### src/hw/rtl/fbh_pkg.sv
// shared types and codes for the fixed bucket histogram
package fbh_pkg;

    // opcodes
    localparam logic [1:0] OP_ADD   = 2'd0;
    localparam logic [1:0] OP_QUERY = 2'd1;
    localparam logic [1:0] OP_CLEAR = 2'd2;
    localparam logic [1:0] OP_READ  = 2'd3;

    // result status codes
    localparam logic [1:0] ST_OK      = 2'd0;
    localparam logic [1:0] ST_BAD_Q   = 2'd1;
    localparam logic [1:0] ST_EMPTY   = 2'd2;
    localparam logic [1:0] ST_BAD_IDX = 2'd3;

    // register index of the bounds-in-use register
    localparam logic [2:0] REG_BOUNDS_IN_USE = 3'd7;

    // quantile one in Q1.16 and counter ceiling
    localparam logic [16:0] ONE_Q16 = 17'h10000;
    localparam logic [47:0] CNT_MAX = 48'hFFFF_FFFF_FFFF;

    // request beat
    typedef struct packed {
        logic [1:0]         opcode;
        logic signed [31:0] sample_value;
        logic [15:0]        weight;
        logic [16:0]        quantile_q;
        logic [2:0]         bucket_select;
    } req_t;

    // result beat
    typedef struct packed {
        logic [1:0]         status;
        logic signed [31:0] quantile_value;
        logic [47:0]        total_count;
        logic signed [63:0] total_sum;
        logic signed [31:0] min_value;
        logic signed [31:0] max_value;
        logic               extremes_known;
        logic [47:0]        selected_bucket_count;
    } res_t;

    // commands from the controller
    typedef struct packed {
        logic capture;
        logic add_commit;
        logic clear;
        logic read_emit;
        logic q_check;
        logic walk_step;
        logic div_step;
        logic mul_step;
        logic q_finish;
    } ctl_t;

    // status back to the controller
    typedef struct packed {
        logic q_fail;
        logic walk_emit;
        logic walk_div;
        logic div_full;
        logic div_last;
    } sts_t;

endpackage

### src/hw/rtl/fbh_ctrl.sv
// sequencing state machine for the histogram operations
module fbh_ctrl
    import fbh_pkg::*;
(
    input  logic       clk,
    input  logic       rst_n,
    input  logic       start,
    input  logic [1:0] opcode,
    input  sts_t       sts,
    output logic       busy,
    output ctl_t       ctl
);

    localparam logic [3:0] S_IDLE  = 4'd0;
    localparam logic [3:0] S_ADD   = 4'd1;
    localparam logic [3:0] S_CLR   = 4'd2;
    localparam logic [3:0] S_RD    = 4'd3;
    localparam logic [3:0] S_QCHK  = 4'd4;
    localparam logic [3:0] S_QWALK = 4'd5;
    localparam logic [3:0] S_QDIV  = 4'd6;
    localparam logic [3:0] S_QMUL  = 4'd7;
    localparam logic [3:0] S_QFIN  = 4'd8;

    logic [3:0] state_reg;
    logic [3:0] state_next;

    // next state and commands
    always_comb
    begin
        state_next = state_reg;
        ctl        = '0;
        unique case (state_reg)
            S_IDLE:
            begin
                if (start)
                begin
                    ctl.capture = 1'b1;
                    unique case (opcode)
                        OP_ADD:   state_next = S_ADD;
                        OP_QUERY: state_next = S_QCHK;
                        OP_CLEAR: state_next = S_CLR;
                        OP_READ:  state_next = S_RD;
                        default:  state_next = S_IDLE;
                    endcase
                end
            end
            S_ADD:
            begin
                ctl.add_commit = 1'b1;
                state_next     = S_IDLE;
            end
            S_CLR:
            begin
                ctl.clear  = 1'b1;
                state_next = S_IDLE;
            end
            S_RD:
            begin
                ctl.read_emit = 1'b1;
                state_next    = S_IDLE;
            end
            S_QCHK:
            begin
                ctl.q_check = 1'b1;
                state_next  = sts.q_fail ? S_IDLE : S_QWALK;
            end
            S_QWALK:
            begin
                ctl.walk_step = 1'b1;
                if (sts.walk_emit)
                begin
                    state_next = S_IDLE;
                end
                else if (sts.walk_div)
                begin
                    state_next = sts.div_full ? S_QMUL : S_QDIV;
                end
            end
            S_QDIV:
            begin
                ctl.div_step = 1'b1;
                if (sts.div_last)
                begin
                    state_next = S_QMUL;
                end
            end
            S_QMUL:
            begin
                ctl.mul_step = 1'b1;
                state_next   = S_QFIN;
            end
            S_QFIN:
            begin
                ctl.q_finish = 1'b1;
                state_next   = S_IDLE;
            end
            default:
            begin
                state_next = S_IDLE;
            end
        endcase
    end

    // state register
    always_ff @(posedge clk or negedge rst_n)
    begin
        if (!rst_n)
        begin
            state_reg <= S_IDLE;
        end
        else
        begin
            state_reg <= state_next;
        end
    end

    assign busy = (state_reg != S_IDLE);

`ifndef SYNTHESIS
    // an accepted beat always leaves idle
    a_accept_busy: assert property (@(posedge clk) disable iff (!rst_n)
        (start && !busy) |=> busy)
        else $error("accepted beat did not raise busy");

    // the divider is only entered from the walk
    a_div_entry: assert property (@(posedge clk) disable iff (!rst_n)
        (state_reg == S_QDIV) |-> ($past(state_reg) == S_QWALK || $past(state_reg) == S_QDIV))
        else $error("divider entered from wrong state");
`endif

endmodule

### config.mk
export PLATFORM = sky130hd
export DESIGN_NAME = fbh_ctrl
export DESIGN_NICKNAME = d
export VERILOG_FILES = /design/src/hw/rtl/fbh_pkg.sv /design/src/hw/rtl/fbh_ctrl.sv
export SDC_FILE = /design/constraint.sdc
export NUM_CORES = 1
export LEC_CHECK = 0
export ABC_AREA = 0
export ABC_CLOCK_PERIOD_IN_PS = 1930
export BUFFER_PORTS_ARGS = -buffer_cell sky130_fd_sc_hd__buf_4
export CAP_MARGIN = 20
export CORE_MARGIN = 4
export CORE_UTILIZATION = 29
export DETAILED_ROUTE_END_ITERATION = 6
export PLACE_DENSITY_LB_ADDON = 0.2
export SYNTH_ARGS = -nofsm -noshare
export SYNTH_HDL_FRONTEND = slang
export SYNTH_SLANG_ARGS = --single-unit
### constraint.sdc
create_clock -name clk -period 1.93 [get_ports clk]
set_clock_uncertainty 0.05 [all_clocks]
set_input_delay 0.579 -clock clk [delete_from_list [all_inputs] [get_ports clk]]
set_output_delay 0.579 -clock clk [all_outputs]
set_load 0.05 [all_outputs]
==> Word-level counts from Yosys, hierarchy flattened <==
Cells that the tools add are included.
{ "word_totals": {"reg_bits": 4, "in_bits": 10, "output_inout_bits": 10, "word_cells": 37} }
{ "classes": {"eq_ne": 14, "mux": 18, "n_reduce_logical": 4} }
{ "op_table": {"columns": ["op", "n"], "rows": [
  ["$pmux W4 S5", 1],
  ["$eq A4 B3 Y1 const B", 4],
  ["$mux W4", 4],
  ["$pmux W4 S4", 1],
  ["$mux W1", 11],
  ["$eq A4 B2 Y1 const B", 2],
  ["$eq A2 B2 Y1 const B", 2],
  ["$eq A4 B1 Y1 const B", 1],
  ["$eq A4 B4 Y1 const B", 1],
  ["$logic_not A4 Y1", 1],
  ["$ne A2 B2 Y1 const B", 2],
  ["$reduce_bool A4 Y1", 1],
  ["$mux W3", 1],
  ["$ne A3 B3 Y1 const B", 1],
  ["$reduce_and A3 Y1", 1],
  ["$eq A2 B1 Y1 const B", 1],
  ["$logic_not A2 Y1", 1]
]} }

==> Logic depth before layout (Yosys ltp) <==
Gate-level depths: netlist (run 1).
{ "depth": {"word_depth": 4, "mapped_depth": 6} }

==> Worst setup path after synthesis (run 1) <==
OpenSTA, ideal clock, no wires.
{ "synth_timing": {"path_kind": "reg-to-output", "startpoint": "register state_reg[2]", "endpoint": "output port ctl[0] (netlist bit)", "t_arrival_ps": 2209, "required_time_ps": 1301, "setup_slack_ps": -908, "stages_incl_launch_ff": 3, "path_buffers": 1, "cell_sequence": "dfrtp_1 -> buf_6 -> nor4b_1"} }
{ "synth_lines": {"columns": ["element", "line", "text"], "rows": [
  ["from (decl)", "fbh_ctrl.sv:24", "logic [3:0] state_reg;"],
  ["from (signal assigned)", "fbh_ctrl.sv:113", "state_reg <= state_next;"],
  ["to (decl)", "fbh_ctrl.sv:11", "output ctl_t ctl"]
]} }

==> results of run 1 <==
==> through the flow <==
step | cells | setup TNS [ns] | total power [mW]
after detailed placement | 93 | 0 | 0.832
after global placement | 93 | 0 | 0.831
final | 100 | 0 | 1.01
after CTS | 97 | 0 | 0.969
after floorplan | 57 | -0.278 | 0.683
after global routing | 100 | -0.0889 | 1.09
==> routing by layer <==
layer,GRT usage,share of wire,up-vias
met3,0.0564,0.075,0
met5,0,0,-
li1,-,-,257
met1,0.164,0.46,218
met4,0,0,0
met2,0.185,0.47,15
==> cells in the final DEF (no fill, tap or decap), drive strengths merged <==
cell / netlist / final
nor2: 9 / 9
mux2: 1 / 1
dfrtp: 4 / 4
and3: 1 / 1
nand2: 5 / 5
o21a: 1 / 1
ha: 3 / 3
a22oi: 1 / 1
o21ai: 3 / 3
nor2b: 2 / 2
nand2b: 3 / 3
buf: 5 / 28
nor4b: 1 / 1
or2b: 1 / 1
clkbuf: 0 / 4
inv: 3 / 3
nor3: 5 / 5
o22ai: 2 / 2
o32ai: 1 / 1
or3: 3 / 3
a31oi: 1 / 1
o22a: 1 / 1
o41ai: 1 / 1
==> cell type report <==
cell class / instances / area, um^2 / area share
clock buffers: 3 / 22.5 / 0.0302
inverters: 3 / 11.3 / 0.0151
multi-input cells: 45 / 350 / 0.469
flip-flops and latches: 4 / 101 / 0.136
well taps: 16 / 20.0 / 0.0268
repair buffers: 29 / 241 / 0.323
==> worst max-delay path, delay by kind of cell (launching register included) <==
family	cells	cell delay, ns
flops	1	0.41
simple gates	2	0.30
buf+inv	2	0.33
==> logic make-up after synthesis <==
family,count (synthesis)
flip-flops,4
adder cells (fa/ha/maj),3
AND/OR/NAND/NOR,30
multiplexers,1
AO/OA/AOI/OAI,11
buffers and inverters,8
==> worst paths after layout <==
| check | end | from | cells past startpoint | slack (ns) |
|---|---|---|---|---|
| max in group asynchronous | state_reg[2]$_DFFE_PN0P_ | rst_n | 1 | 1.64 |
| worst max-delay path | ctl[8] | state_reg[0]$_DFFE_PN0P_ | 4 | 0.03 |
| worst max register to register | state_reg[2]$_DFFE_PN0P_ | state_reg[0]$_DFFE_PN0P_ | 5 | 0.12 |
| worst min register to register | state_reg[1]$_DFFE_PN0P_ | state_reg[3]$_DFFE_PN0P_ | 1 | 0.62 |
| worst min-delay path | state_reg[3]$_DFFE_PN0P_ | rst_n | 1 | 0.08 |
| min in group clk | state_reg[0]$_DFFE_PN0P_ | sts[1] | 3 | 0.57 |
==> timing repair <==
item                       in CTS  in global routing
setup endpoints to repair       8                  6
pin swaps                       0                  1
setup buffers                   1                  3
gates resized for setup         4                  6
==> power by group through the flow <==
stage	clock network (mW)	registers (mW)	logic [mW]
2_1_floorplan	0	0.134	0.549
3_3_place_gp	0	0.160	0.670
3_5_place_dp	0	0.159	0.672
4_1_cts	0.110	0.162	0.698
5_1_grt	0.119	0.159	0.809
6_report	0.102	0.153	0.756
==> run summary, run 1 <==
- 0.501 mW — Int Power
- 1.00 — fraction of synthesis flops using an asynchronous set or reset pin
- flip-flop to output port — critical path type
- 461 — via count of the first global-routing pass
- 0.309 ns — worst-margin pin slew
- sky130_fd_sc_hd__dfrtp_1 — most used flip-flop cell after synthesis
- buf_4 -> nor2_1 -> and3_1 -> buf_6 — critical path, cell by cell
- 0.307 — Starting Density
- 0.216 — sequential fraction of the synthesis area
- 463 um^2 — synthesized cell area
- sky130_fd_sc_hd__clkbuf_4 — Root Buffer
- simple AND/OR/NAND/NOR gates — dominant combinational cell family by area after synthesis
- 156 — total of fill cells in the finished design
- sky130_fd_sc_hd__dfrtp_1 — post-synth top area cell
- input pin to async pin — path class of the lowest-slack min-delay path
- 1350 nW/um^2 — total power density per cell area
- sky130_fd_sc_hd__dfrtp_1, sky130_fd_sc_hd__buf_6, sky130_fd_sc_hd__ha_1 — largest cells by area after synthesis
- 4.90 — Vias/cell
- 0.496 — Finished Core Util
- 0.132 ns — dpl ws
- 0.0243 — multiplexer share of the synthesized area
- 57 — Post-Syn Instances
- 0 — number of max-slew violations in the final report
- 0.0811 — Post-Synth Adder-Cell Area
- 0.151 — Flop pwr share
- 0.181 — compound-gate portion of the synthesized area
- 70 — Synth Net Count
- sky130_fd_sc_hd__nor2_1 — library cell with the highest instance count after synthesis
- 0.216 — Yosys top cell area share
- 0.359 — simple-gate share of the synthesized area
- 20 — number of ports placed on the die boundary
- 1.27 ns — arrival time at the worst endpoint
- 920 um — DP Wirelength
- 0 — count of endpoints failing hold in the final timing report
- done — TritonCTS clock tree
- 0 — max capacitance violation total
- 0.504 — switching power as a share of total power
- 0.791 — headroom to the max-slew limit
- 0 — number of synthesized flops with an enable pin
- 4 — number of clock sinks seen by CTS
- 0 — antenna violations before repair
- 0.0830 ns — Hold Slack
- 1.30 ns — Req. time, crit path
- 0 — cts-stage hold buffer count
- 747 um^2 — design area
- sky130_fd_sc_hd__nor2_1, sky130_fd_sc_hd__nand2_1, sky130_fd_sc_hd__nor3_1, sky130_fd_sc_hd__buf_6, sky130_fd_sc_hd__dfrtp_1 — leading cell types by count after synthesis
- 0.526 GHz — Fmax achieved
- 0.357 nW — Pleak
- 4 — detailed-routing iteration count for the pre-antenna-repair pass
- 6 — top fanout value on the critical path
- 14 — row count
- 0 — DRC
- 0.23 ns — clock latency on the worst-skew pair
- 48.0 um — Die Wd
- 1.95 mm — wire length of the first global-routing pass
- flip-flop — Critical Path Start Type
- 61.4% — post-synthesis to final-layout area growth
- 3 — starting DRC count in detailed routing
- 4 — Largest register FFs
- 0 — setup violation total in the final timing report
- 0 — Post-Synth XOR/XNOR Area
- 0.748 — Gate power share
- 25 — number of distinct library cells after synthesis
- 0 — Diodes inserted
- 0.101 — share of power burned in the clock network
- 3 — number of clock buffers inserted by TritonCTS
- 0.716 — routability-driven placement congestion ratio
- 0.41 ns — CP max stage delay
- 1 — level count of the clock H-tree
- 0.571 — layout cell share with drive strength beyond 1
- 1510 um^2 — Floorplan Core Area
- 1.18 mm — Total Wirelength
- 490 — vias
- 658 um^2 — placed inst area
- 8.12 um^2 — syn_area_per_cell
- 48.0 um — vertical die dimension
- 4 — post-synthesis register bit count
- 99 — Nets
- 0.985 — post-route clock period utilization
- 12 — largest net degree at the start of global routing
- 19 — total of buffers placed on input and output ports
- output port — element type at the critical path end
- 2 — maximum clock insertion buffer count
- finished, final reports clean — run status
- 0 — total overflow reported by the global router
- 2300 um^2 — area enclosed by the die boundary
- 0 — count of warnings emitted by yosys
- sky130_fd_sc_hd__dfrtp_1 — master of the slowest instance on the critical path
- 1.90 ns — final worst path period need
- 0.04 ns — post-CTS clock slew at the launch and capture registers of the worst setup and hold paths
- true — setup repair after global routing missed its margin
- 0.120 — global-route total usage across every layer
- 11.8 um — drt wl/cell
- 0.509 mW — net switching component of the power
- 0 — Routed Antenna Nets
- 0.0280 ns — setup slack of the critical path after layout
- 0.481 mV — worst-case vdd ir drop
(Power assumes the default switching activity.)
==> inputs of run 2 (changes only) <==
--- a/config.mk
+++ b/config.mk
@@ -6,12 +6,12 @@
 export NUM_CORES = 1
 export LEC_CHECK = 0
 export ABC_AREA = 0
-export ABC_CLOCK_PERIOD_IN_PS = 1930
+export ABC_CLOCK_PERIOD_IN_PS = 1900
 export BUFFER_PORTS_ARGS = -buffer_cell sky130_fd_sc_hd__buf_4
 export CAP_MARGIN = 20
-export CORE_MARGIN = 4
-export CORE_UTILIZATION = 29
+export CORE_AREA = 4 4 41 43
 export DETAILED_ROUTE_END_ITERATION = 6
+export DIE_AREA = 0 0 45 47
 export PLACE_DENSITY_LB_ADDON = 0.2
 export SYNTH_ARGS = -nofsm -noshare
 export SYNTH_HDL_FRONTEND = slang
==> constraint.sdc (replaced) <==
create_clock -name clk -period 1.9 [get_ports clk]
set_clock_uncertainty 0.05 [all_clocks]
set_input_delay 0.57 -clock clk [delete_from_list [all_inputs] [get_ports clk]]
set_output_delay 0.57 -clock clk [all_outputs]
set_load 0.05 [all_outputs]
==> run 2 against run 1 <==
Critical path depth decreased by 1. Setup slack better by 0.017 ns. Utilization is 6.1 points higher. Sequential power about the same. Non-clock buffer count shrank 5. Register-to-register slack improved by 0.11 ns. Critical endpoint is now ctl[0]. Largest power group unchanged.
==> run summary, run 2 (same netlist as run 1, synthesis figures left out) <==
- 0 — setup violation total in the final timing report
- 1.12 mm — Total Wirelength
- finished, final reports clean — run status
- 2120 um^2 — area enclosed by the die boundary
- 0.23 ns — register-to-register path setup slack
- state_reg[2]$_DFFE_PN0P_ — R2R Path Start
- 1.86 ns — final worst path period need
- 0.570 — layout cell share with drive strength beyond 1
- 0.04 ns — post-CTS clock slew at the launch and capture registers of the worst setup and hold paths
- 10 — top fanout value on the critical path
- 724 um^2 — design area
- true — setup repair after global routing missed its margin
- 1.24 ns — arrival time at the worst endpoint
- 1.89 mm — wire length of the first global-routing pass
- 0 — max capacitance violation total
- 1 — level count of the clock H-tree
- 90 — cell count after placement
- 94 — Nets
- 13 — row count
- 19 — total of buffers placed on input and output ports
- 56.5% — post-synthesis to final-layout area growth
- 642 um^2 — placed inst area
- 20 — number of ports placed on the die boundary
- 11.9 um — drt wl/cell
- 3 — number of clock buffers inserted by TritonCTS
- 0 — Routed Antenna Nets
- 0.517 — switching power as a share of total power
- done — TritonCTS clock tree
- input pin to async pin — path class of the lowest-slack min-delay path
- 0 — antenna violations before repair
- 2 — maximum clock insertion buffer count
- 0.547 mV — worst-case vdd ir drop
- 0.478 mW — Int Power
- 4 — number of clock sinks seen by CTS
- 0.511 mW — net switching component of the power
- 4 — Largest register FFs
- 0 — total overflow reported by the global router
- flip-flop — Critical Path Start Type
- 0.356 — Starting Density
- 0.976 — post-route clock period utilization
- 94 — Non-Filler Instances
- sky130_fd_sc_hd__buf_4, sky130_fd_sc_hd__buf_6, sky130_fd_sc_hd__nor2_1, sky130_fd_sc_hd__nand2_1, sky130_fd_sc_hd__nor2_2 — most frequent cells in the layout
- 0 — count of endpoints failing hold in the final timing report
- 47 um — vertical die dimension
- 0.810 — routability-driven placement congestion ratio
- 4 — starting DRC count in detailed routing
- 4 — worst reg2reg path depth
- 1.28 ns — Req. time, crit path
- sky130_fd_sc_hd__buf_4 — most frequent standard cell in the layout excluding fill and tap cells
- 0.790 — headroom to the max-slew limit
- 0.158 — Flop pwr share
- 474 — vias
- flip-flop to output port — critical path type
- 1300 um^2 — Floorplan Core Area
- 0 — number of max-slew violations in the final report
- 0 — DRC
- 0.124 — global-route total usage across every layer
- 0.539 GHz — Fmax achieved
- 12 — largest net degree at the start of global routing
- 0.23 ns — clock latency on the worst-skew pair
- output port — element type at the critical path end
- 0.105 — share of power burned in the clock network
- 877 um — DP Wirelength
- 45 um — Die Wd
- 3 — detailed-routing iteration count for the pre-antenna-repair pass
- 435 — via count of the first global-routing pass
- 0.737 — Gate power share
- 0.310 ns — worst-margin pin slew
- sky130_fd_sc_hd__clkbuf_4 — Root Buffer
- 0.337 nW — Pleak
- 5.04 — Vias/cell
- state_reg[0]$_DFFE_PN0P_ — startpoint of the most critical setup path
- 0 — Diodes inserted
- 1370 nW/um^2 — total power density per cell area
-- run 2: metal layers --
metal  vias up  global-route usage  routed length [um]
met5         -                   0                   0
met3         0              0.0383                  76
met4         0              0.0526                   0
met1       219               0.144                 474
met2        15               0.209                 570
li1        240                   -                   -
-- run 2: timing repair --
action	4_1_cts	5_1_grt
pin swaps	1	1
setup buffers	0	1
setup endpoints to repair	4	7
gates resized for setup	7	6
hold endpoints to repair	0	0
hold buffers	0	0
-- run 2: layout make-up --
type	count	area [um^2]
Clock buffer	3	22.5
Multi-Input combinational cell	45	360
Timing Repair Buffer	24	210
Inverter	3	11.3
Tap cell	15	18.8
Fill cell	131	577
Sequential cell	4	101
-- run 2: power by group through the flow --
stage          clock network, mW  logic, mW  registers, mW
3_5_place_dp                   0      0.670          0.147
5_1_grt                    0.121      0.779          0.161
2_1_floorplan                  0      0.558          0.136
4_1_cts                    0.111      0.698          0.153
6_report                   0.104      0.729          0.156
3_3_place_gp                   0      0.670          0.145
-- run 2: critical path, stage by stage (launching register included) --
cell and delay (ns):
sky130_fd_sc_hd__dfrtp_1 0.38, sky130_fd_sc_hd__buf_6 0.15, sky130_fd_sc_hd__nor4b_4 0.28, sky130_fd_sc_hd__buf_6 0.19
-- run 2: metrics by stage --
step           setup TNS [ns]  utilization  power, mW  worst slack [ns]  hold slack (ns)
2_1_floorplan          -0.341            -      0.694            -0.243            0.224
3_3_place_gp                0        0.493      0.815             0.156            0.318
3_5_place_dp                0        0.493      0.818             0.150            0.319
4_1_cts              -0.00214        0.536      0.962          -0.00214           0.0644
5_1_grt               -0.0211        0.557       1.06           -0.0211           0.0559
6_report                    0        0.557      0.989            0.0450           0.0720
-- run 2: final timing paths --
check	to
max	ctl[0]
min	state_reg[3]$_DFFE_PN0P_
max reg2reg	state_reg[2]$_DFFE_PN0P_
min reg2reg	state_reg[3]$_DFFE_PN0P_
max in group asynchronous	state_reg[2]$_DFFE_PN0P_
min in group clk	state_reg[0]$_DFFE_PN0P_
